$ cat src/rtl/spfq_pkg.sv
// Package for the strict priority four class queue.
// Holds sizes, codes, item structs and the command struct shared by all modules.
// No dependencies.
package spfq_pkg;

  localparam int QUEUE_DEPTH = 64;
  localparam int TICKET_BITS = 16;
  localparam int NCLASS = 4;
  localparam int CLS_W = $clog2(NCLASS);
  localparam int IDX_W = (QUEUE_DEPTH > 1) ? $clog2(QUEUE_DEPTH) : 1;
  localparam int LEN_W = $clog2(QUEUE_DEPTH + 1);
  localparam int OCC_W = $clog2(NCLASS * QUEUE_DEPTH + 1);
  localparam int MEM_DEPTH = NCLASS << IDX_W;
  localparam int ADDR_W = CLS_W + IDX_W;
  localparam int TICKET_EXT = (TICKET_BITS > 16) ? TICKET_BITS : 16;
  localparam int MOD_W = 11;
  localparam int MINUTES_PER_HOUR = 60;
  localparam int PEAK_MAX = 511;
  localparam int CMD_FIFO_DEPTH = 2;
  localparam int CF_PTR_W = $clog2(CMD_FIFO_DEPTH);
  localparam int CF_CNT_W = $clog2(CMD_FIFO_DEPTH + 1);

  localparam logic [1:0] KIND_ARRIVE  = 2'd0;
  localparam logic [1:0] KIND_SERVE   = 2'd1;
  localparam logic [1:0] KIND_LENGTHS = 2'd2;
  localparam logic [1:0] KIND_REPORT  = 2'd3;

  localparam logic [2:0] ST_ACCEPTED = 3'd0;
  localparam logic [2:0] ST_DROPPED  = 3'd1;
  localparam logic [2:0] ST_SERVED   = 3'd2;
  localparam logic [2:0] ST_NONE     = 3'd3;
  localparam logic [2:0] ST_LENGTHS  = 3'd4;
  localparam logic [2:0] ST_REPORT   = 3'd5;

  typedef enum logic [2:0] {
    OP_ARRIVE,
    OP_DROP,
    OP_SERVE,
    OP_LENGTHS,
    OP_REPORT
  } op_t;

  typedef struct packed {
    logic [1:0]  kind;
    logic [15:0] ticket;
    logic [2:0]  class_code;
    logic [4:0]  hour;
    logic [5:0]  minute;
  } item_t;

  typedef struct packed {
    logic [2:0]         status;
    logic [15:0]        served_ticket;
    logic [1:0]         served_class;
    logic signed [11:0] wait_minutes;
    logic [15:0]        count_red;
    logic [15:0]        count_yellow;
    logic [15:0]        count_green;
    logic [15:0]        count_white;
    logic [15:0]        served_total;
    logic [8:0]         peak_occupancy;
    logic [10:0]        max_wait;
  } result_t;

  typedef struct packed {
    op_t                    op;
    logic [CLS_W-1:0]       cls;
    logic [TICKET_BITS-1:0] ticket;
    logic [MOD_W-1:0]       mod;
  } cmd_t;

  typedef struct packed {
    logic [TICKET_BITS-1:0] ticket;
    logic [MOD_W-1:0]       minute;
  } entry_t;

  typedef struct packed {
    logic serving;
    logic cmd_pop;
  } back_stat_t;

endpackage

$ cat src/rtl/spfq_cmd_fifo.sv
// Short command queue between the front end and the back end.
// Holds decoded commands so either side can stall on its own; uses spfq_pkg.
module spfq_cmd_fifo (
  input  logic           clk,
  input  logic           rst,
  input  logic           push,
  input  spfq_pkg::cmd_t wr_data,
  output logic           full,
  input  logic           pop,
  output spfq_pkg::cmd_t rd_data,
  output logic           empty
);
  import spfq_pkg::*;

  cmd_t                slots [CMD_FIFO_DEPTH];
  logic [CF_PTR_W-1:0] wptr;
  logic [CF_PTR_W-1:0] rptr;
  logic [CF_CNT_W-1:0] count;

  assign full = (count == CF_CNT_W'(CMD_FIFO_DEPTH));
  assign empty = (count == '0);
  assign rd_data = slots[rptr];

  always_ff @(posedge clk) begin
    if (push) begin
      slots[wptr] <= wr_data;
    end
  end

  always_ff @(posedge clk) begin
    if (rst) begin
      wptr <= '0;
      rptr <= '0;
      count <= '0;
    end else begin
      if (push) begin
        wptr <= (wptr == CF_PTR_W'(CMD_FIFO_DEPTH - 1)) ? '0 : wptr + 1'b1;
      end
      if (pop) begin
        rptr <= (rptr == CF_PTR_W'(CMD_FIFO_DEPTH - 1)) ? '0 : rptr + 1'b1;
      end
      if (push && !pop) begin
        count <= count + 1'b1;
      end else if (pop && !push) begin
        count <= count - 1'b1;
      end
    end
  end

endmodule

$ cat config.mk
export PLATFORM = sky130hd
export DESIGN_NAME = spfq_cmd_fifo
export DESIGN_NICKNAME = d
export VERILOG_FILES = /design/src/rtl/spfq_pkg.sv /design/src/rtl/spfq_cmd_fifo.sv
export SDC_FILE = /design/constraint.sdc
export NUM_CORES = 1
export LEC_CHECK = 0
export ABC_CLOCK_PERIOD_IN_PS = 2400
export CAP_MARGIN = 25
export CORE_UTILIZATION = 42
export CTS_CLUSTER_DIAMETER = 50
export DETAILED_ROUTE_END_ITERATION = 16
export DONT_BUFFER_PORTS = 1
export HOLD_SLACK_MARGIN = 0.15
export MAX_ROUTING_LAYER = met4
export PLACE_DENSITY_LB_ADDON = 0.08
export SLEW_MARGIN = 25
export SYNTH_ARGS = -nofsm -noshare
export SYNTH_HDL_FRONTEND = slang
export SYNTH_SLANG_ARGS = --single-unit
$ cat constraint.sdc
create_clock -name clk -period 2.4 [get_ports clk]
set_input_delay 0 -clock clk [delete_from_list [all_inputs] [get_ports clk]]
set_output_delay 0 -clock clk [all_outputs]
set_load 0.1 [all_outputs]
Word-level counts from Yosys, hierarchy flattened
Memory sizes are Yosys's and may differ from the RTL's. A register that Yosys moved wholly into a read port is not among the register bits.
Index checks and enable logic that the tools add are counted.

cells by class
  add/sub/neg operators = 4
  equal/unequal tests = 1
  mux-type cells = 8
  reductions and logical operators = 6

operators with widths
  operator                                                            count
  1-bit 2-to-1 mux                                                    6
  2-bit 2-to-1 mux                                                    2
  1-bit adder, second input constant                                  2
  2-bit by 1-bit adder with 2-bit output, second input constant       1
  2-bit equality test, second input constant                          1
  1-bit logical AND                                                   2
  1-bit logical NOT                                                   2
  2-bit logical NOT                                                   1
  2-bit nonzero test                                                  1
  2-bit by 1-bit subtractor with 2-bit output, second input constant  1

storage, ports and cells
  register bits = 4
  RAM bits = 64
  input port bits = 36
  logic and storage cells = 23
  memories = 1

memory list
  name   depth  width  rd ports  clocked after Yosys merged registers in  wr ports  RTL line             text
  slots  2      32     1         1                                        1         spfq_cmd_fifo.sv:15  cmd_t slots [CMD_FIFO_DEPTH];

Longest topological paths before layout
Gate-level depths: netlist of run 1.

  word-level depth = 4
  mapped depth = 5
  gate-level depth less buffers = 5

Worst setup path after synthesis of run 1
No wires, ideal clock.

  path type = register -> register
  from = register wptr
  to = memory slots[0][0] (netlist bit), enable pin
  data arrival time = 1.768 ns
  required time = 1.975 ns
  path slack = 0.208 ns
  cell stages (with the launch flop) = 2
  cell sequence = dfxtp_1 > nor2b_1

RTL lines
  what                      RTL line             text
  start: declaration        spfq_cmd_fifo.sv:16  logic [CF_PTR_W-1:0] wptr;
  start signal: assignment  spfq_cmd_fifo.sv:37  wptr <= (wptr == CF_PTR_W'(CMD_FIFO_DEPTH - 1)) ? '0 : wptr + 1'b1;
  end: declaration          spfq_cmd_fifo.sv:15

No word-level cell before the write port.

==> metrics, run 1 <==
WS Path Type register to primary output; complex-gate fraction of the synthesized area 0.003976; later-pin clock latency in the skew report between 0.3 and 0.4 ns; Pleak between 1 and 1.5 nW; Post-Synth XOR/XNOR Area 0.01392; mux cell area share after synthesis 0.1431; Final #Nets between 200 and 250; largest net degree at the start of global routing 26; outcome complete, no violations; CTS Buffer Depth 2; crit path buf inv count 2; Mapped Area roughly 0.0025 sq mm; share of layout cells above drive strength 1 0.3913; HPWL Detailed about 2600 um; syn_area_per_cell about 21 sq um; Die ar. 0.006308 sq mm; Num CTS Buffers 9; Clock transition at path regs roughly 0.07 ns; DIE HEIGHT between 70 and 80 um; commonest non-fill, non-tap cell in the layout edfxtp_1; Mapped Cells roughly 120; Via Count about 1,300; unrepaired setup endpoints after global routing false; Diodes inserted 0; H-Tree Depth 3; Syn Nets approximately 160; DIE WIDTH ~79 um; Cell variety after synth 17; final core occ 0.6177; Sink Count 69; Clock Root Buffer clkbuf_8; Slew headroom 0.5926; setup TNS 0 ns; GP Congestion around 0.63; MaxCap Viol Count 0; endpoints failing setup 0; Avg WL per Cell 15.14 um; 1st-iter DRT viols 71; dpl ws about 0.87 ns; I/O Pins 70; post-synthesis simple-gate area fraction 0.01839; CP delay by family, top flip-flops; core area between 0.005 and 0.006 sq mm; Max Fclk between 500 and 600 MHz; required time worst endpoint between 2 and 2.5 ns; Total Routing Usage GR 0.1541; actual slew at the worst max-slew pin 0.6098 ns; DRT Pass-1 Iters 4; Final ANT Viol Nets 0; Starting Density 0.4462; share of the synthesized area in the top cell type 0.7634; CP max stage delay approximately 0.58 ns; first-pass GRT wire length between 6000 and 7000 um; CP max-delay cell dfxtp_1; CP cell instances buf_12 > mux2_2 > buf_4; final hold vios 0; Hold Startpoint push; most frequent cells in the layout 64 x edfxtp_1, 37 x dlygate4sd3_1, 34 x buf_4, 30 x mux2_2, 9 x clkbuf_8; sequential area share after synthesis 0.8032; area delta synth->final 38.42%; setup ws final between 0.6 and 0.7 ns; CTS tree done; WP data arrival approximately 1.8 ns; clk_skew 0.004883 ns; vias in the first global route 1,402; VDD IR-drop max 0.5925 mV; Worst setup EP type primary output; Post-Route WL around 4200 um; GRT overflow 0; fin crit period 1.767 ns; Pins Over Slew Limit 0; R2R Path Start count[0]$_SDFFE_PP0P_; Vias/cell approximately 4.7; initial antenna violation count 0; PostCTS Resize Cnt 0; Hold Crit Class input pin to register; Area contributors post-synth edfxtp_1 76%, mux2_2 13%, dfxtp_1 4.0%; postcts setup bufs 0; startpoint types register; PwrDens roughly 950 mW/mm^2; YS warnings 0; FP Rows 27; drc violations 0; Yosys reg bits between 60 and 70; largest family of logic cells by synthesized area multiplexers; I/O Buffers 0; fill count 429; Final period util 0.7362; area leader, netlist edfxtp_1; CP Max Fanout 25; post-synthesis adder-cell area fraction 0.004970
-- sequential cells by signal, summed over array words and instances (netlist names), named ones only --
signal / count
wptr: 1
slots: 64
count: 2
rptr: 1
-- synth_stat cells (all sizes together) --
library cell / n
mux2: 32
buf: 3
edfxtp: 64
o21ai: 1
clkbuf: 1
nor2: 5
or3: 1
a21oi: 1
xor2: 2
dfxtp: 5
xnor2: 2
ha: 1
nor2b: 1
and2b: 1
and2: 1
inv: 1
-- cell families (layout without fill, tap and decap cells) --
| logic type | count (synthesis) | in the layout |
|---|---|---|
| AO/OA/AOI/OAI | 2 | 2 |
| XOR/XNOR | 4 | 4 |
| adder cells (fa/ha/maj) | 1 | 1 |
| buffers and inverters | 5 | 90 |
| flip-flops | 69 | 69 |
| multiplexers | 32 | 32 |
| AND/OR/NAND/NOR | 9 | 9 |
-- final timing paths --
check,cells after the start,endpoint,slack [ns]
worst min-delay path,1,slots[1][4]$_DFFE_PP_,0.16
worst min register to register,2,register,0.52
worst max register to register,4,count[1]$_SDFFE_PP0P_,0.85
worst max-delay path,3,rd_data[20],0.63
-- report_power, final --
part           internal [W]  switching (W)
registers           0.00140      0.0000272
logic              0.000208       0.000601
clock network      0.000680       0.000409
total               0.00229        0.00104
-- repair_timing --
item | 4_1_cts | 5_1_grt
hold buffers | 37 | 0
hold endpoints to repair | 89 | 0
setup endpoints to repair | 0 | 0
-- through the flow --
step | hold slack (ns) | cells | instance area, sq um | total power, W
6_report | 0.1551 | 279 | 3485 | 0.003324
2_1_floorplan | 0.06907 | 122 | 2517 | 0.002072
4_1_cts | 0.1520 | 279 | 3485 | 0.003353
3_5_place_dp | 0.07223 | 226 | 2885 | 0.002206
5_1_grt | 0.1705 | 279 | 3485 | 0.003426
3_3_place_gp | 0.07062 | 226 | 2885 | 0.002199
-- worst reg2reg max path, stage by stage (launching register included) --
cell,delay (ns)
dfxtp_1,0.35
xor2_1,0.17
or3_1,0.30
a21oi_1,0.13
dlygate4sd3_1,0.55
-- final cells by class --
type / instances / area [sq um] / area share
clock buffers: 10 / 127.6 / 0.03662
clock inverters: 6 / 101.3 / 0.02908
inverters: 1 / 3.754 / 0.001077
multi-input cells: 48 / 474.2 / 0.1361
flip-flops and latches: 69 / 2022 / 0.5803
well taps: 72 / 90.09 / 0.02585
repair buffers: 73 / 665.6 / 0.1910
-- metal layers --
| metal | routed length (um) | global-route usage | up-vias |
|---|---|---|---|
| met5 | 0 | - | - |
| met4 | 101 | 0.1000 | 0 |
| met3 | 235 | 0.04686 | 10 |
| met2 | 2149 | 0.2444 | 47 |
| met1 | 1736 | 0.1680 | 632 |
| li1 | - | - | 629 |
Power figures use the tool's default switching activity.
==> inputs of run 2 (changes only) <==
ABC_CLOCK_PERIOD_IN_PS = 1630   (was 2400)
clock period = 1.63 ns   (was 2.4 ns; I/O delays follow)
==> metrics, run 2 (synthesis results as in run 1) <==
outcome complete, no violations; Slew headroom 0.6697; Max Fclk around 650 MHz; drc violations 0; commonest non-fill, non-tap cell in the layout edfxtp_1; WP data arrival between 1.5 and 2 ns; Multi-input gate area 474.2 sq um; Final period util 0.9453; Pleak approximately 1.4 nW; DIE HEIGHT about 79 um; unrepaired setup endpoints after global routing false; Starting Density 0.4462; share of layout cells above drive strength 1 0.4048; final core occ 0.6755; DRT Pass-1 Iters 4; later-pin clock latency in the skew report 0.33 ns; core area roughly 0.0056 sq mm; final cell count without fillers 282; max reg flops 64; endpoints failing setup 0; Top reg by flops slots; Avg WL per Cell between 15 and 20 um; biggest regs slots: 64 flops, count: 2 flops; PwrDens between 1000 and 1500 mW/mm^2; Seq. cell area between 0.002 and 0.0025 sq mm; CP Max Fanout 4; Clock Root Buffer clkbuf_8; Diodes inserted 0; actual slew at the worst max-slew pin around 0.5 ns; fin crit period about 1.5 ns; Die ar. roughly 0.0063 sq mm; CTS Buffer Depth 2; I/O Buffers 0; Clock transition at path regs 0.07 ns; largest net degree at the start of global routing 19; H-Tree Depth 3; required time worst endpoint between 1.5 and 2 ns; clk_skew around 0.004 ns; Total Routing Usage GR 0.1618; dpl ws 0.4638 ns; setup TNS 0 ns; initial antenna violation count 0; startpoint types register; postcts setup bufs 0; Vias/cell 4.755; CTS tree done; MaxCap Viol Count 0; GP Congestion 0.6206; Post-Route WL about 4400 um; 1st-iter DRT viols approximately 70; setup ws final 0.08922 ns; Hold Crit Class input pin to register; Final #Nets around 240; Worst setup EP type register; DIE WIDTH around 79 um; vias in the first global route 1,500; WS Path Type register to register; VDD IR-drop max 0.6719 mV; Sink Count about 70; Final ANT Viol Nets 0; first-pass GRT wire length 7065 um; HPWL Detailed around 2800 um; FP Rows 27; GRT overflow 0; I/O Pins 70; Pins Over Slew Limit 0; placed cell count roughly 230; most frequent cells in the layout 64 x edfxtp_1, 37 x dlygate4sd3_1, 32 x buf_12, 30 x mux2_2, 9 x clkbuf_8; Pwr Total 0.004651 W; area delta synth->final 51.39%; fill count about 380; Num CTS Buffers 9; Via Count roughly 1,300; final hold vios 0
[run 2: cell types whose count changed in the layout (fill, tap and decap cells not counted), moves of 2 or more]
| cell | change |
|---|---|
| buf_4 | -27 |
| clkinv_2 | +2 |
| bufinv_16 | -3 |
| buf_12 | +30 |
[run 2: area by class of cell]
type,instances,share of cell area
Timing Repair Buffer,76,0.2791
Tap cell,72,0.02364
Sequential cell,69,0.5309
Clock inverter,7,0.008536
Multi-Input combinational cell,48,0.1244
Clock buffer,9,0.03250
Inverter,1,0.0009849
[run 2: metrics by stage]
step           hold slack (ns)  cell area [sq um]
5_1_grt                 0.1923               3811
2_1_floorplan          0.06907               2520
4_1_cts                 0.1803               3810
6_report                0.1828               3811
3_5_place_dp           0.07514               3283
3_3_place_gp           0.07105               3283
[run 2: per-layer routing]
layer  wire (um)  GRT usage
met2        2307     0.2641
met5           0          -
met3         249    0.04686
met1        1725     0.1780
met4          71    0.08909
[run 2: final timing paths]
check                         from               endpoint  slack (ns)  cells after the start
min                           push  slots[1][4]$_DFFE_PP_        0.18                      2
min reg2reg  count[0]$_SDFFE_PP0P_  count[0]$_SDFFE_PP0P_        0.55                      2
max          count[0]$_SDFFE_PP0P_  count[1]$_SDFFE_PP0P_        0.09                      4
max reg2reg  count[0]$_SDFFE_PP0P_  count[1]$_SDFFE_PP0P_        0.09                      4
[run 2: worst max-delay path, cell delays in order (launching register included)]
cell,delay (ns)
dfxtp_2,0.34
xor2_1,0.16
or3_1,0.30
a21oi_1,0.14
dlygate4sd3_1,0.55
[run 2: where the power goes]
part	total, W	switching, W	leakage, nW	internal [W]
Clock	0.00108	0.000558	0.0789	0.000524
Sequential	0.00209	0.0000338	0.643	0.00206
Combinational	0.00147	0.000944	0.671	0.000530
Total	0.00465	0.00154	1.39	0.00311
[run 2: repair_timing]
action                                  CTS  global route
hold buffers                             37             0
endpoints found under the setup margin    0             1
resized for setup                         0             1
hold endpoints to repair                 74             0
==> inputs of run 3 (changes only) <==
CAP_MARGIN = 20   (was 25)
CORE_UTILIZATION = 50   (was 42)
==> metrics, run 3 (synthesis results as in run 1) <==
fill count between 200 and 300; DIE WIDTH ~73 um; clk_skew slightly above 0.007 ns; Pins Over Slew Limit 0; CP most frequent cell dlygate4sd3_1; fin crit period 1.554 ns; outcome complete, no violations; R2R Path Start count[0]$_SDFFE_PP0P_; Top reg by flops slots; GP Congestion between 0.6 and 0.7; initial antenna violation count 0; H-Tree Depth 3; finished layout cell area approximately 0.0038 sq mm; core area 0.004786 sq mm; actual slew at the worst max-slew pin just under 0.5 ns; Max Fclk between 600 and 700 MHz; WL met2 approximately 2600 um; Final period util 0.9533; endpoints failing setup 0; WP data arrival ~1.8 ns; drc violations 0; first-pass GRT wire length roughly 7500 um; Hold Crit Class input pin to register; largest net degree at the start of global routing 26; Pleak 1.393 nW; Multi-input gate area ~470 sq um; Via Count around 1,400; PwrDens roughly 1200 mW/mm^2; Slew headroom 0.6736; FP Rows 25; Clock Root Buffer clkbuf_8; CTS Buffer Depth 2; CP Max Fanout 3; Vias/cell around 5; GRT overflow 0; Worst setup EP type register; CP cell instances dlygate4sd3_1 > inv_1 > ha_1 > xor2_1 > nor2_1 > dlygate4sd3_1; Diodes inserted 0; Die ar. ~0.0053 sq mm; Avg WL per Cell ~17 um; CTS tree done; clock share of power 0.240; Sink Count 69; final hold vios 0; Comb pwr share 0.315; HPWL Detailed ~2700 um; worst reg-to-reg path cell count 3; vias in the first global route 1,509; hold slack between 0.15 and 0.2 ns; I/O Buffers 0; WS Path Type input pin to register; unrepaired setup endpoints after global routing false; biggest regs slots: 64 flops, count: 2 flops; setup TNS 0 ns; DRT met1 WL between 1500 and 2000 um; Sw Pwr around 0.0016 W; VDD IR-drop max 0.9194 mV; Seq. cell area 0.002022 sq mm; Pint around 0.0031 W; Clock transition at path regs roughly 0.070 ns; Starting Density 0.5260; Post-Route WL ~4800 um; share of layout cells above drive strength 1 0.4067; Switching Share 0.3367; length of routed met3 wiring between 200 and 300 um; WHS Endpoint slots[0][11]$_DFFE_PP_; Top Metal Used met4; required time worst endpoint 1.84 ns; DIE HEIGHT 72.96 um; Total Routing Usage GR 0.2064; RR Endpoint count[0]$_SDFFE_PP0P_; max reg flops 64; area delta synth->final 51.24%; Seq pwr share 0.446; commonest non-fill, non-tap cell in the layout edfxtp_1; Num CTS Buffers 9; CP max stage delay 0.60 ns; Final #Nets 241; most frequent cells in the layout 64 x edfxtp_1, 36 x dlygate4sd3_1, 33 x buf_12, 30 x mux2_2, 9 x clkbuf_8; startpoint types input pin; Final ANT Viol Nets 0; later-pin clock latency in the skew report between 0.3 and 0.4 ns; Placement Cell Area 0.003289 sq mm; I/O Pins 70; r2r setup slk approximately 0.31 ns; 1st-iter DRT viols between 70 and 80; DRT Pass-1 Iters 4; postcts setup bufs 0; Hold Startpoint push; MaxCap Viol Count 0; hold path cells 2; CP max-delay cell dlygate4sd3_1
[run 3: changes by cell type in the layout (fill, tap and decap cells not counted)]
cell           delta
clkinv_2          +1
dfxtp_1           +1
buf_12            +1
dlygate4sd3_1     -1
dfxtp_2           -1
clkbuf_1          +1
buf_4             -1
clkinv_1          -2
[run 3: per-stage QoR]
step                      utilization  total power, W  instances  setup WS, ns
after floorplan                     -        0.003050        122       0.04255
after global placement         0.6873        0.003508        224        0.5081
after detailed placement       0.6873        0.003527        224        0.4730
after CTS                      0.7956        0.004711        276        0.1403
after global routing           0.7956        0.004841        276       0.01748
final                          0.7956        0.004709        276       0.07617
[run 3: timing repair]
item,CTS,global route
endpoints found under the setup margin,0,0
gates resized for setup,0,0
hold buffers,36,0
endpoints found under the hold margin,69,0
[run 3: how the worst max path moves through the flow]
stage | start | to | slack, ns | cells after the start
finish | pop | count[0]$_SDFFE_PP0P_ | 0.08 | 6
global route | pop | count[0]$_SDFFE_PP0P_ | 0.02 | 6
CTS | register | rd_data[11] | 0.14 | 3
detailed placement | wptr$_SDFFE_PP0P_ | slots[1][9]$_DFFE_PP_ | 0.47 | 2
global placement | wptr$_SDFFE_PP0P_ | slots[1][5]$_DFFE_PP_ | 0.51 | 2
floorplan | wptr$_SDFFE_PP0P_ | slots[0][0]$_DFFE_PP_ | 0.04 | 1
[run 3: metal layers]
metal  global-route usage  up-vias
li1                     -      634
met1               0.2351      669
met2               0.3385       47
met3              0.05801        7
met4              0.09804        0
met5                    -        -
[run 3: cell type report]
class / count / share of cell area
clock buffer: 10 / 0.03352
clock inverter: 6 / 0.007887
inverter: 1 / 0.0009859
multi-input combinational: 48 / 0.1245
sequential: 69 / 0.5311
tap: 67 / 0.02202
timing repair buffer: 75 / 0.2800
[run 3: worst max-delay path, delay by kind of cell]
family	cells	cell delay, ns
fa+ha+maj	1	0.32
simple gates	1	0.05
xor+xnor	1	0.19
buf+inv	3	1.21
[run 3: power by group through the flow]
stage	sequential, W	clock, W	combinational, W
3_5_place_dp	0.00214	0	0.00139
4_1_cts	0.00210	0.00113	0.00148
5_1_grt	0.00211	0.00121	0.00152
3_3_place_gp	0.00213	0	0.00138
2_1_floorplan	0.00212	0	0.000928
6_report	0.00210	0.00113	0.00148
