**src/rtl/spfq_pkg.sv**
```systemverilog
// Package for the strict priority four class queue.
// Holds sizes, codes, item structs and the command struct shared by all modules.
// No dependencies.
package spfq_pkg;

  localparam int QUEUE_DEPTH = 64;
  localparam int TICKET_BITS = 16;
  localparam int NCLASS = 4;
  localparam int CLS_W = $clog2(NCLASS);
  localparam int IDX_W = (QUEUE_DEPTH > 1) ? $clog2(QUEUE_DEPTH) : 1;
  localparam int LEN_W = $clog2(QUEUE_DEPTH + 1);
  localparam int OCC_W = $clog2(NCLASS * QUEUE_DEPTH + 1);
  localparam int MEM_DEPTH = NCLASS << IDX_W;
  localparam int ADDR_W = CLS_W + IDX_W;
  localparam int TICKET_EXT = (TICKET_BITS > 16) ? TICKET_BITS : 16;
  localparam int MOD_W = 11;
  localparam int MINUTES_PER_HOUR = 60;
  localparam int PEAK_MAX = 511;
  localparam int CMD_FIFO_DEPTH = 2;
  localparam int CF_PTR_W = $clog2(CMD_FIFO_DEPTH);
  localparam int CF_CNT_W = $clog2(CMD_FIFO_DEPTH + 1);

  localparam logic [1:0] KIND_ARRIVE  = 2'd0;
  localparam logic [1:0] KIND_SERVE   = 2'd1;
  localparam logic [1:0] KIND_LENGTHS = 2'd2;
  localparam logic [1:0] KIND_REPORT  = 2'd3;

  localparam logic [2:0] ST_ACCEPTED = 3'd0;
  localparam logic [2:0] ST_DROPPED  = 3'd1;
  localparam logic [2:0] ST_SERVED   = 3'd2;
  localparam logic [2:0] ST_NONE     = 3'd3;
  localparam logic [2:0] ST_LENGTHS  = 3'd4;
  localparam logic [2:0] ST_REPORT   = 3'd5;

  typedef enum logic [2:0] {
    OP_ARRIVE,
    OP_DROP,
    OP_SERVE,
    OP_LENGTHS,
    OP_REPORT
  } op_t;

  typedef struct packed {
    logic [1:0]  kind;
    logic [15:0] ticket;
    logic [2:0]  class_code;
    logic [4:0]  hour;
    logic [5:0]  minute;
  } item_t;

  typedef struct packed {
    logic [2:0]         status;
    logic [15:0]        served_ticket;
    logic [1:0]         served_class;
    logic signed [11:0] wait_minutes;
    logic [15:0]        count_red;
    logic [15:0]        count_yellow;
    logic [15:0]        count_green;
    logic [15:0]        count_white;
    logic [15:0]        served_total;
    logic [8:0]         peak_occupancy;
    logic [10:0]        max_wait;
  } result_t;

  typedef struct packed {
    op_t                    op;
    logic [CLS_W-1:0]       cls;
    logic [TICKET_BITS-1:0] ticket;
    logic [MOD_W-1:0]       mod;
  } cmd_t;

  typedef struct packed {
    logic [TICKET_BITS-1:0] ticket;
    logic [MOD_W-1:0]       minute;
  } entry_t;

  typedef struct packed {
    logic serving;
    logic cmd_pop;
  } back_stat_t;

endpackage

```
**src/rtl/spfq_front.sv**
```systemverilog
// Front end of the strict priority four class queue.
// Decodes an input item into a command and computes its minute of day; uses spfq_pkg.
module spfq_front (
  input  spfq_pkg::item_t request,
  input  logic            push,
  output logic            full,
  input  logic            fifo_full,
  output logic            cmd_push,
  output spfq_pkg::cmd_t  cmd
);
  import spfq_pkg::*;

  logic [TICKET_EXT-1:0] ticket_wide;

  assign full = fifo_full;
  assign cmd_push = push && !fifo_full;
  assign ticket_wide = TICKET_EXT'(request.ticket);

  always_comb begin
    cmd.cls = request.class_code[CLS_W-1:0];
    cmd.ticket = ticket_wide[TICKET_BITS-1:0];
    cmd.mod = MOD_W'(request.hour) * MOD_W'(MINUTES_PER_HOUR) + MOD_W'(request.minute);
    case (request.kind)
      KIND_ARRIVE: begin
        if (request.class_code[2]) begin
          cmd.op = OP_DROP;
        end else begin
          cmd.op = OP_ARRIVE;
        end
      end
      KIND_SERVE:   cmd.op = OP_SERVE;
      KIND_LENGTHS: cmd.op = OP_LENGTHS;
      KIND_REPORT:  cmd.op = OP_REPORT;
      default:      cmd.op = OP_REPORT;
    endcase
  end

endmodule

```
**config.mk**
```make
export PLATFORM = sky130hd
export DESIGN_NAME = spfq_front
export DESIGN_NICKNAME = d
export VERILOG_FILES = /design/src/rtl/spfq_pkg.sv /design/src/rtl/spfq_front.sv
export SDC_FILE = /design/constraint.sdc
export NUM_CORES = 1
export LEC_CHECK = 0
export BUFFER_PORTS_ARGS = -buffer_cell sky130_fd_sc_hd__buf_2
export CORE_MARGIN = 2
export CORE_UTILIZATION = 35
export DETAILED_ROUTE_END_ITERATION = 7
export MAX_ROUTING_LAYER = met4
export PLACE_DENSITY = 0.7
export REMOVE_ABC_BUFFERS = 1
export SLEW_MARGIN = 20
export SYNTH_ARGS = -nofsm -noshare
export SYNTH_HDL_FRONTEND = slang
export SYNTH_SLANG_ARGS = --single-unit
```
**constraint.sdc**
```tcl
create_clock -name vclk -period 5.9
set_input_delay 0.295 -clock vclk [all_inputs]
set_output_delay 0.295 -clock vclk [all_outputs]
set_load 0.005 [all_outputs]
```
Yosys cells after proc, flatten, opt, wreduce, memory -nomap -nowiden
Cells that the tools add are included.
{ "totals": {"input_bits": 34, "out_inout_bits": 34, "word_cells": 10, "reg_bits": 0} }
{ "op_classes": {"n_mul": 1, "eq_ne": 3, "n_addsub": 1, "mux": 2, "reduce_logical": 3} }
{ "ops": {"columns": ["operator", "n"], "rows": [
  ["$pmux 3 s4", 1],
  ["$add 11x6->11", 1],
  ["$mul 5x4->9 const B", 1],
  ["$eq 2x2->1 const B", 2],
  ["$eq 2x1->1 const B", 1],
  ["$logic_not 2->1", 1],
  ["$logic_and 1x1->1", 1],
  ["$logic_not 1->1", 1],
  ["$mux 1", 1]
]} }

Longest topological paths before layout
Gate-level depths: netlist of run 1.
{ "depth": {"depth_word": 2, "mapped_depth": 10, "mapped_depth_nobuf": 10} }

Worst setup path before layout of run 1
No wires, ideal clock.
{ "synth_path": {"path_type": "in2out", "start": "in request[9] in the netlist's numbering", "end": "out cmd[10] in the netlist's numbering", "slack_ps": 2707, "cell_stages": 10, "required_ps": 5605, "path_buffers": 0, "arrival_time_ps": 2898, "cell_sequence": "inv_1 > fa_1 > fa_1 > inv_1 > ha_1 > nor2b_4 > o311a_1 > or4b_4 > nand3_2 > xnor2_1"} }
{ "synth_lines": {"columns": ["element", "line", "source"], "rows": [
  ["from (decl)", "spfq_front.sv:4", "input spfq_pkg::item_t request,"],
  ["to (decl)", "spfq_front.sv:9", "output spfq_pkg::cmd_t cmd"]
]} }

==> run_summary.xml, run 1 <==
<?xml version="1.0" encoding="UTF-8"?>
<metrics>
  <group name="outcome">
    <metric name="outcome" unit="">finished, final reports clean</metric>
  </group>
  <group name="drt">
    <metric name="postRouteAntennaNets" unit="">0</metric>
    <metric name="dr_total_vias" unit="">752</metric>
    <metric name="first_pass_drt_iterations" unit="">4</metric>
    <metric name="wire_length_reported_by_the_detailed_router" unit="um">2020</metric>
    <metric name="vias_per_cell" unit="">4.88</metric>
    <metric name="drt-initial-drc-count" unit="">5</metric>
    <metric name="detail_route.drc_violations" unit="">0</metric>
    <metric name="route.detailed.wl_per_inst" unit="um">13.1</metric>
  </group>
  <group name="placement">
    <metric name="finalWeightedCongestion" unit="">0.824</metric>
    <metric name="post_dp_cell_area" unit="um^2">986</metric>
    <metric name="post-dp-hpwl" unit="um">1850</metric>
    <metric name="placed_cells" unit="">154</metric>
    <metric name="number_of_input_and_output_port_buffers_inserted" unit="">28</metric>
  </group>
  <group name="floorplan">
    <metric name="start_util" unit="%">35.9</metric>
    <metric name="num_io_pins" unit="">68</metric>
    <metric name="num_rows" unit="">19</metric>
    <metric name="die_height" unit="um">56.5</metric>
    <metric name="chipWidth" unit="um">56.5</metric>
    <metric name="die_outline_area" unit="um^2">3190</metric>
    <metric name="core_region_area" unit="um^2">2690</metric>
  </group>
  <group name="power_and_ir_drop">
    <metric name="internal_power" unit="W">0.000102</metric>
    <metric name="power.share.clock" unit="%">0</metric>
    <metric name="p_sw_share" unit="%">51.4</metric>
    <metric name="combinationalPowerShare" unit="%">100.0</metric>
    <metric name="p_per_area" unit="nW/um^2">212</metric>
    <metric name="static-leakage-power" unit="nW">0.548</metric>
    <metric name="netSwitchingPower" unit="W">0.000108</metric>
    <metric name="power.ir.vdd_worst" unit="V">0.000140</metric>
    <metric name="sequentialPowerShare" unit="%">0</metric>
  </group>
  <group name="global_routing">
    <metric name="largest_net_degree_at_the_start_of_global_routing" unit="">8</metric>
    <metric name="initial_antenna_violation_count" unit="">0</metric>
    <metric name="wire_length_of_the_first_global_routing_pass" unit="um">3350</metric>
    <metric name="globalRoute.totalOverflow" unit="">0</metric>
    <metric name="groute.usage.overall" unit="%">13.4</metric>
    <metric name="first_global_vias" unit="">729</metric>
  </group>
  <group name="sta">
    <metric name="relSlewSlack" unit="%">73.1</metric>
    <metric name="tns" unit="ps">0</metric>
    <metric name="min_period_over_period" unit="%">60.1</metric>
    <metric name="timing.final.setup_violations" unit="">0</metric>
    <metric name="finalMaxSlewViolations" unit="">0</metric>
    <metric name="rsz0062_at_grt" unit="">no</metric>
    <metric name="maxClockFrequency" unit="GHz">0.282</metric>
    <metric name="fin_crit" unit="ps">3550</metric>
    <metric name="worst_slew_pin_slew" unit="ps">401</metric>
    <metric name="report.final.hold_viol_count" unit="">0</metric>
  </group>
  <group name="worst_setup_path">
    <metric name="worst_setup_path_startpoint" unit="">request[9]</metric>
    <metric name="worstSetupPathType" unit="">input pin to output port</metric>
    <metric name="cpPeakStageDelay" unit="ps">510</metric>
    <metric name="cp-endpoint" unit="">cmd[10]</metric>
    <metric name="worst-endpoint-arrival" unit="ps">3250</metric>
    <metric name="endpoint_kind" unit="">output port</metric>
    <metric name="worstPathCellList" unit="">buf_2 -&gt; inv_1 -&gt; fa_1 -&gt; fa_1 -&gt; inv_1 -&gt; ha_1 -&gt; nor2b_4 -&gt; o311a_1 -&gt; or4b_4 -&gt; nand3_2 -&gt; xnor2_1 -&gt; buf_2</metric>
    <metric name="required" unit="ps">5610</metric>
    <metric name="critical_path.startpoint_type" unit="">input pin</metric>
    <metric name="path_max_fanout" unit="">5</metric>
    <metric name="cp_slowest_cell" unit="">sky130_fd_sc_hd__fa_1</metric>
  </group>
  <group name="logic_synthesis">
    <metric name="syn-mean-instance-area" unit="um^2">8.32</metric>
    <metric name="ys.warnings.count" unit="">0</metric>
    <metric name="syn-cell-area" unit="um^2">965</metric>
    <metric name="ys_types" unit="">28</metric>
    <metric name="yosysSeqAreaShare" unit="%">0</metric>
    <metric name="syn-instance-count" unit="">116</metric>
  </group>
  <group name="layout">
    <metric name="layout.filler_cells" unit="">293</metric>
    <metric name="fraction_of_final_layout_cells_sized_beyond_drive_strength_1" unit="%">27.6</metric>
    <metric name="flops_and_latches" unit="">0</metric>
    <metric name="layout.cells.most_common" unit="">sky130_fd_sc_hd__buf_2</metric>
    <metric name="final_cell_mix" unit="">sky130_fd_sc_hd__buf_2, sky130_fd_sc_hd__inv_1, sky130_fd_sc_hd__ha_1</metric>
    <metric name="instances_no_fill" unit="">154</metric>
    <metric name="nets" unit="">186</metric>
    <metric name="sequential_cell_area" unit="um^2">0</metric>
    <metric name="area_growth_syn_to_layout" unit="%">2.20</metric>
    <metric name="layout.core_utilization" unit="%">36.7</metric>
    <metric name="n_antenna_cell" unit="">0</metric>
    <metric name="clock_buffer_count" unit="">0</metric>
    <metric name="final_design_instance_area_without_fill" unit="um^2">986</metric>
  </group>
  <group name="flow_run">
    <metric name="maxCapViolations" unit="">0</metric>
  </group>
  <group name="clock_tree">
    <metric name="cts-resized-gates" unit="">0</metric>
    <metric name="postCtsSetupBuffers" unit="">0</metric>
    <metric name="cts_hold_repair.buffers" unit="">0</metric>
  </group>
  <group name="hold_path">
    <metric name="worstHoldPathType" unit="">input pin to output port</metric>
  </group>
</metrics>
-- stage by stage --
step	power (W)	hold WS (ps)	worst slack, ps
4_1_cts	0.000212	590	2330
6_report	0.000209	590	2350
3_3_place_gp	0.000202	590	2410
2_1_floorplan	0.000146	590	2710
5_1_grt	0.000240	590	2150
3_5_place_dp	0.000211	590	2340
-- metal layers --
metal | global-route usage [%] | up-vias | wire (um)
li1 | - | 370 | -
met1 | 15.9 | 344 | 847
met2 | 19.6 | 36 | 889
met3 | 9.68 | 2 | 276
met4 | 0 | 0 | 3
met5 | - | - | 0
-- worst min-delay path by stage --
stage                     endpoint  cells past startpoint  slack (ps)         from
after global placement     cmd[12]                      0         590  request[15]
final                      cmd[12]                      0         590  request[15]
after floorplan             cmd[0]                      0         590   request[0]
after detailed placement   cmd[12]                      0         590  request[15]
after global routing       cmd[13]                      0         590  request[16]
after CTS                  cmd[12]                      0         590  request[15]
-- critical path, delay by kind of cell --
kind | cells | cell delay [ps]
AOI/OAI and AO/OA | 1 | 300
buffers and inverters | 4 | 450
xor gates and xnor gates | 1 | 100
and+or+nand+nor | 3 | 730
adders and majority gates | 3 | 1350
-- cell type report --
class	count	area (um^2)	share of cell area [%]
inverter	21	78.8	7.99
multi-input combinational	74	728	73.9
tap	31	38.8	3.93
timing repair buffer	28	140	14.2
-- power by group through the flow --
stage                     clock [W]  sequential, W  combinational (W)
final                             0              0           0.000209
after global routing              0              0           0.000240
after CTS                         0              0           0.000212
after detailed placement          0              0           0.000211
after global placement            0              0           0.000202
after floorplan                   0              0           0.000146
-- Yosys cell counts (all sizes together) --
cell type / number / area (um^2)
o31ai: 1 / 7.51
inv: 21 / 78.8
nor2: 7 / 26.3
buf: 21 / 158
or4b: 2 / 23.8
xnor2: 7 / 61.3
and3: 1 / 6.26
and3b: 1 / 8.76
a211oi: 1 / 7.51
and2b: 1 / 8.76
or2: 1 / 6.26
o21ai: 3 / 15.0
nand4: 2 / 12.5
fa: 8 / 160
nor2b: 3 / 26.3
nand3: 2 / 15.0
mux2i: 1 / 10.0
ha: 19 / 238
nand2: 3 / 11.3
o211ai: 1 / 7.51
a21oi: 4 / 20.0
o311a: 1 / 10.0
xor2: 3 / 26.3
o2111ai: 1 / 8.76
mux2: 1 / 11.3
-- cells by family after synthesis --
kind of cell	count (synthesis)	synth area share, %
buf+inv	42	24.5
fa+ha+maj	27	41.2
simple gates	23	15.0
compound gates	12	7.91
xor+xnor	10	9.08
mux	2	2.20
No activity file was read; power rests on OpenSTA's default activity.
==> run 2: changes to the inputs <==
--- a/config.mk
+++ b/config.mk
@@ -10,7 +10,7 @@
 export CORE_UTILIZATION = 35
 export DETAILED_ROUTE_END_ITERATION = 7
 export MAX_ROUTING_LAYER = met4
-export PLACE_DENSITY = 0.7
+export PLACE_DENSITY = 0.73
 export REMOVE_ABC_BUFFERS = 1
 export SLEW_MARGIN = 20
 export SYNTH_ARGS = -nofsm -noshare
==> constraint.sdc (replaced) <==
create_clock -name vclk -period 3
set_input_delay 0.15 -clock vclk [all_inputs]
set_output_delay 0.15 -clock vclk [all_outputs]
set_load 0.005 [all_outputs]
==> run_summary.xml, run 2 (same netlist as run 1, synthesis figures left out) <==
<?xml version="1.0" encoding="UTF-8"?>
<metrics>
  <group name="placement">
    <metric name="placed_cells" unit="">168</metric>
    <metric name="post_dp_cell_area" unit="um^2">1090</metric>
    <metric name="finalWeightedCongestion" unit="">0.795</metric>
    <metric name="preCtsSetupSlack" unit="ps">-169</metric>
    <metric name="post-dp-hpwl" unit="um">1940</metric>
    <metric name="number_of_input_and_output_port_buffers_inserted" unit="">28</metric>
  </group>
  <group name="floorplan">
    <metric name="num_rows" unit="">19</metric>
    <metric name="chipWidth" unit="um">56.5</metric>
    <metric name="die_height" unit="um">56.5</metric>
    <metric name="core_region_area" unit="um^2">2690</metric>
    <metric name="start_util" unit="%">35.9</metric>
    <metric name="die_outline_area" unit="um^2">3190</metric>
    <metric name="num_io_pins" unit="">68</metric>
  </group>
  <group name="global_routing">
    <metric name="use_met1" unit="%">14.8</metric>
    <metric name="first_global_vias" unit="">867</metric>
    <metric name="groute.usage.overall" unit="%">14.8</metric>
    <metric name="wire_length_of_the_first_global_routing_pass" unit="um">3760</metric>
    <metric name="grt-busiest-layer" unit="">met2</metric>
    <metric name="grt_util_met2" unit="%">25.2</metric>
    <metric name="largest_net_degree_at_the_start_of_global_routing" unit="">8</metric>
    <metric name="initial_antenna_violation_count" unit="">0</metric>
    <metric name="globalRoute.totalOverflow" unit="">0</metric>
    <metric name="grt.met3_usage" unit="%">10.4</metric>
  </group>
  <group name="sta">
    <metric name="report.final.hold_viol_count" unit="">0</metric>
    <metric name="rsz0062_at_grt" unit="">yes</metric>
    <metric name="fin_crit" unit="ps">3040</metric>
    <metric name="maxClockFrequency" unit="GHz">0.329</metric>
    <metric name="min_period_over_period" unit="%">101</metric>
    <metric name="tns" unit="ps">-43.9</metric>
    <metric name="worst_slew_pin_slew" unit="ps">326</metric>
    <metric name="timing.final.setup_violations" unit="">1</metric>
    <metric name="final.setup.worst_slack" unit="ps">-43.9</metric>
    <metric name="finalMaxSlewViolations" unit="">0</metric>
    <metric name="relSlewSlack" unit="%">78.2</metric>
  </group>
  <group name="layout">
    <metric name="clock_buffer_count" unit="">0</metric>
    <metric name="flops_and_latches" unit="">0</metric>
    <metric name="final_cell_mix" unit="">sky130_fd_sc_hd__buf_2, sky130_fd_sc_hd__inv_1, sky130_fd_sc_hd__buf_4</metric>
    <metric name="area_growth_syn_to_layout" unit="%">28.8</metric>
    <metric name="instances_no_fill" unit="">170</metric>
    <metric name="fraction_of_final_layout_cells_sized_beyond_drive_strength_1" unit="%">46.0</metric>
    <metric name="nets" unit="">202</metric>
    <metric name="n_antenna_cell" unit="">0</metric>
    <metric name="sequential_cell_area" unit="um^2">0</metric>
    <metric name="layout.cells.most_common" unit="">sky130_fd_sc_hd__buf_2</metric>
    <metric name="final_design_instance_area_without_fill" unit="um^2">1240</metric>
  </group>
  <group name="drt">
    <metric name="detail_route.drc_violations" unit="">0</metric>
    <metric name="drt-initial-drc-count" unit="">7</metric>
    <metric name="vias_per_cell" unit="">4.89</metric>
    <metric name="postRouteAntennaNets" unit="">0</metric>
    <metric name="route.detailed.wl_per_inst" unit="um">14.1</metric>
    <metric name="dr_total_vias" unit="">831</metric>
    <metric name="wire_length_reported_by_the_detailed_router" unit="um">2400</metric>
    <metric name="first_pass_drt_iterations" unit="">4</metric>
  </group>
  <group name="worst_setup_path">
    <metric name="critPathTopFamily" unit="">adder cells</metric>
    <metric name="required" unit="ps">2850</metric>
    <metric name="worstPathCellList" unit="">buf_8 -&gt; fa_1 -&gt; inv_1 -&gt; fa_1 -&gt; inv_1 -&gt; ha_4 -&gt; a211oi_2 -&gt; or4b_1 -&gt; o2111ai_2 -&gt; nand4_1 -&gt; xnor2_1 -&gt; buf_2</metric>
    <metric name="cpPeakStageDelay" unit="ps">550</metric>
    <metric name="endpoint_kind" unit="">output port</metric>
    <metric name="cp_slowest_cell" unit="">sky130_fd_sc_hd__fa_1</metric>
    <metric name="critPathBufInv" unit="">4</metric>
    <metric name="worstSetupPathType" unit="">input pin to output port</metric>
    <metric name="critical_path.startpoint_type" unit="">input pin</metric>
    <metric name="worst-endpoint-arrival" unit="ps">2890</metric>
    <metric name="path_max_fanout" unit="">3</metric>
  </group>
  <group name="outcome">
    <metric name="outcome" unit="">finished with violations</metric>
    <metric name="violations" unit="">negative setup slack</metric>
  </group>
  <group name="power_and_ir_drop">
    <metric name="total_power" unit="W">0.000578</metric>
    <metric name="static-leakage-power" unit="nW">0.637</metric>
    <metric name="p_per_area" unit="nW/um^2">465</metric>
    <metric name="power.ir.vdd_worst" unit="V">0.000348</metric>
  </group>
  <group name="hold_path">
    <metric name="worstHoldPathType" unit="">input pin to output port</metric>
  </group>
  <group name="flow_run">
    <metric name="maxCapViolations" unit="">0</metric>
  </group>
</metrics>
## run 2: cell count changes in the layout (fill, tap and decap cells not counted), sizes merged
cell and change:
buf +16
## run 2: area by class of cell
cell class | count | area (um^2)
well taps | 31 | 38.8
fillers | 263 | 1440
repair buffers | 44 | 277
multi-input cells | 74 | 848
inverters | 21 | 78.8
## run 2: power by group
group / switching, W / leakage (nW) / internal [W]
sequential: 0 / 0 / 0
clock: 0 / 0 / 0
combinational: 0.000271 / 0.637 / 0.000307
## run 2: through the flow
| stage | util, % | hold WS (ps) |
|---|---|---|
| finish | 46.3 | 300 |
| global route | 46.3 | 300 |
| CTS | 43.1 | 300 |
| detailed placement | 40.6 | 300 |
| global placement | 40.6 | 300 |
| floorplan | - | 300 |
## run 2: path summary, 6_finish.rpt
| kind | startpoint | end | slack, ps | cells past startpoint |
|---|---|---|---|---|
| worst max-delay path | request[6] | cmd[10] | -40 | 12 |
| worst min-delay path | request[11] | cmd[27] | 300 | 0 |
## run 2: routing by layer
metal | share of wire [%] | wire, um | vias up
met2 | 53 | 1270 | 42
met4 | 0 | 0 | 0
met5 | 0 | 0 | -
met3 | 12 | 283 | 0
met1 | 35 | 847 | 388
li1 | - | - | 401
## run 2: timing repair
action,in CTS,in global routing
hold endpoints to repair,0,0
pin swaps,2,6
setup buffers,1,1
setup endpoints to repair,4,5
hold buffers,0,0
resized for setup,13,9
==> run 3: changes to the inputs <==
--- a/config.mk
+++ b/config.mk
@@ -7,10 +7,10 @@
 export LEC_CHECK = 0
 export BUFFER_PORTS_ARGS = -buffer_cell sky130_fd_sc_hd__buf_2
 export CORE_MARGIN = 2
-export CORE_UTILIZATION = 35
+export CORE_UTILIZATION = 40
 export DETAILED_ROUTE_END_ITERATION = 7
 export MAX_ROUTING_LAYER = met4
-export PLACE_DENSITY = 0.73
+export PLACE_DENSITY = 0.82
 export REMOVE_ABC_BUFFERS = 1
 export SLEW_MARGIN = 20
 export SYNTH_ARGS = -nofsm -noshare
==> constraint.sdc (replaced) <==
create_clock -name vclk -period 3
set_input_delay 0 -clock vclk [all_inputs]
set_output_delay 0 -clock vclk [all_outputs]
set_load 0.005 [all_outputs]
==> run_summary.xml, run 3 (same netlist as run 1, synthesis figures left out) <==
<?xml version="1.0" encoding="UTF-8"?>
<metrics>
  <group name="global_routing">
    <metric name="largest_net_degree_at_the_start_of_global_routing" unit="">8</metric>
    <metric name="globalRoute.totalOverflow" unit="">0</metric>
    <metric name="initial_antenna_violation_count" unit="">0</metric>
    <metric name="first_global_vias" unit="">731</metric>
    <metric name="groute.usage.overall" unit="%">15.9</metric>
    <metric name="wire_length_of_the_first_global_routing_pass" unit="um">3220</metric>
  </group>
  <group name="sta">
    <metric name="report.final.hold_viol_count" unit="">0</metric>
    <metric name="relSlewSlack" unit="%">75.7</metric>
    <metric name="fin_crit" unit="ps">2820</metric>
    <metric name="final.setup.worst_slack" unit="ps">182</metric>
    <metric name="maxClockFrequency" unit="GHz">0.355</metric>
    <metric name="finalMaxSlewViolations" unit="">0</metric>
    <metric name="timing.final.setup_violations" unit="">0</metric>
    <metric name="tns" unit="ps">0</metric>
    <metric name="rsz0062_at_grt" unit="">no</metric>
    <metric name="worst_slew_pin_slew" unit="ps">362</metric>
    <metric name="min_period_over_period" unit="%">93.9</metric>
  </group>
  <group name="worst_setup_path">
    <metric name="worst-endpoint-arrival" unit="ps">2820</metric>
    <metric name="critical_path.startpoint_type" unit="">input pin</metric>
    <metric name="endpoint_kind" unit="">output port</metric>
    <metric name="worstSetupPathType" unit="">input pin to output port</metric>
    <metric name="path_max_fanout" unit="">4</metric>
    <metric name="required" unit="ps">3000</metric>
  </group>
  <group name="layout">
    <metric name="sequential_cell_area" unit="um^2">0</metric>
    <metric name="area_growth_syn_to_layout" unit="%">4.67</metric>
    <metric name="instances_no_fill" unit="">152</metric>
    <metric name="final_cell_mix" unit="">sky130_fd_sc_hd__buf_2, sky130_fd_sc_hd__inv_1, sky130_fd_sc_hd__ha_1</metric>
    <metric name="fraction_of_final_layout_cells_sized_beyond_drive_strength_1" unit="%">32.3</metric>
    <metric name="flops_and_latches" unit="">0</metric>
    <metric name="clock_buffer_count" unit="">0</metric>
    <metric name="layout.cells.most_common" unit="">sky130_fd_sc_hd__buf_2</metric>
    <metric name="nets" unit="">187</metric>
    <metric name="n_antenna_cell" unit="">0</metric>
  </group>
  <group name="drt">
    <metric name="postRouteAntennaNets" unit="">0</metric>
    <metric name="drt-initial-drc-count" unit="">6</metric>
    <metric name="dr_total_vias" unit="">754</metric>
    <metric name="route.detailed.wl_per_inst" unit="um">13.5</metric>
    <metric name="vias_per_cell" unit="">4.96</metric>
    <metric name="wire_length_reported_by_the_detailed_router" unit="um">2060</metric>
    <metric name="detail_route.drc_violations" unit="">0</metric>
    <metric name="first_pass_drt_iterations" unit="">3</metric>
  </group>
  <group name="placement">
    <metric name="post-dp-hpwl" unit="um">1870</metric>
    <metric name="number_of_input_and_output_port_buffers_inserted" unit="">28</metric>
    <metric name="finalWeightedCongestion" unit="">0.901</metric>
    <metric name="preCtsSetupSlack" unit="ps">92.6</metric>
    <metric name="placed_cells" unit="">152</metric>
  </group>
  <group name="floorplan">
    <metric name="core_region_area" unit="um^2">2250</metric>
    <metric name="start_util" unit="%">42.8</metric>
    <metric name="num_rows" unit="">17</metric>
    <metric name="die_outline_area" unit="um^2">2820</metric>
    <metric name="die_height" unit="um">53.1</metric>
    <metric name="num_io_pins" unit="">68</metric>
    <metric name="chipWidth" unit="um">53.1</metric>
  </group>
  <group name="power_and_ir_drop">
    <metric name="power.share.clock" unit="%">0</metric>
    <metric name="sequentialPowerShare" unit="%">0</metric>
    <metric name="p_sw_share" unit="%">50.2</metric>
    <metric name="internal_power" unit="W">0.000218</metric>
    <metric name="p_per_area" unit="nW/um^2">433</metric>
    <metric name="static-leakage-power" unit="nW">0.551</metric>
    <metric name="netSwitchingPower" unit="W">0.000219</metric>
    <metric name="power.ir.vdd_worst" unit="V">0.000296</metric>
    <metric name="combinationalPowerShare" unit="%">100.0</metric>
  </group>
  <group name="clock_tree">
    <metric name="cts_hold_repair.buffers" unit="">0</metric>
  </group>
  <group name="hold_path">
    <metric name="hold_start" unit="">request[0]</metric>
    <metric name="min_path_cells" unit="">0</metric>
    <metric name="worstHoldPathType" unit="">input pin to output port</metric>
    <metric name="worstHoldEndpoint" unit="">cmd[0]</metric>
  </group>
  <group name="outcome">
    <metric name="outcome" unit="">finished, final reports clean</metric>
  </group>
  <group name="flow_run">
    <metric name="maxCapViolations" unit="">0</metric>
  </group>
</metrics>
run 3: changes by cell type in the layout (fill, tap and decap cells not counted), moves of 2 or more:
| cell | delta |
|---|---|
| sky130_fd_sc_hd__a21oi_2 | +2 |
| sky130_fd_sc_hd__ha_4 | -4 |
| sky130_fd_sc_hd__buf_2 | +2 |
| sky130_fd_sc_hd__ha_1 | +4 |
| sky130_fd_sc_hd__a21oi_4 | -2 |
| sky130_fd_sc_hd__buf_4 | -15 |
run 3: critical path, cell delays in order:
cell and delay [ps]:
sky130_fd_sc_hd__buf_2 120, sky130_fd_sc_hd__inv_2 110, sky130_fd_sc_hd__fa_1 440, sky130_fd_sc_hd__fa_1 510, sky130_fd_sc_hd__inv_1 40, sky130_fd_sc_hd__ha_1 330
sky130_fd_sc_hd__nor2b_4 150, sky130_fd_sc_hd__o311a_1 300, sky130_fd_sc_hd__or4b_4 480, sky130_fd_sc_hd__nand3_2 90, sky130_fd_sc_hd__xnor2_1 100, sky130_fd_sc_hd__buf_2 120
run 3: final cells by class:
class / instances / area [um^2]
Multi-Input combinational cell: 74 / 748
Fill cell: 225 / 1240
Inverter: 21 / 78.8
Tap cell: 28 / 35.0
Timing Repair Buffer: 29 / 148
run 3: worst max path at each step:
stage                    start  endpoint  slack (ps)  cells past startpoint
floorplan           request[9]   cmd[10]         400                     10
global route        request[6]    cmd[9]           5                     12
detailed placement  request[9]   cmd[10]          90                     12
global placement    request[6]   cmd[10]         150                     12
CTS                 request[6]   cmd[10]          90                     12
finish              request[9]   cmd[10]         180                     12
run 3: repair_timing:
item,CTS,global route
setup buffers,0,0
endpoints found under the setup margin,0,4
gates resized for setup,0,5
run 3: per-layer routing:
metal  wire [um]  GRT usage (%)  vias up
met2         950           25.4       38
met5           0              -        -
met1         864           18.4      345
li1            -              -      371
met4           0              0        0
met3         241           9.60        0
run 3: power by group through the flow:
stage / registers, W / logic (W) / clock network, W
after floorplan: 0 / 0.000287 / 0
after global placement: 0 / 0.000400 / 0
after detailed placement: 0 / 0.000418 / 0
after CTS: 0 / 0.000420 / 0
after global routing: 0 / 0.000491 / 0
final: 0 / 0.000437 / 0
run 3: per-stage QoR:
step,util [%],hold WS (ps),power [W],area (um^2)
2_1_floorplan,-,0,0.000287,807
3_3_place_gp,43.9,0.0346,0.000400,990
3_5_place_dp,43.9,0.0346,0.000418,990
4_1_cts,43.9,0.0346,0.000420,990
5_1_grt,44.8,0.0359,0.000491,1010
6_report,44.8,0.00964,0.000437,1010
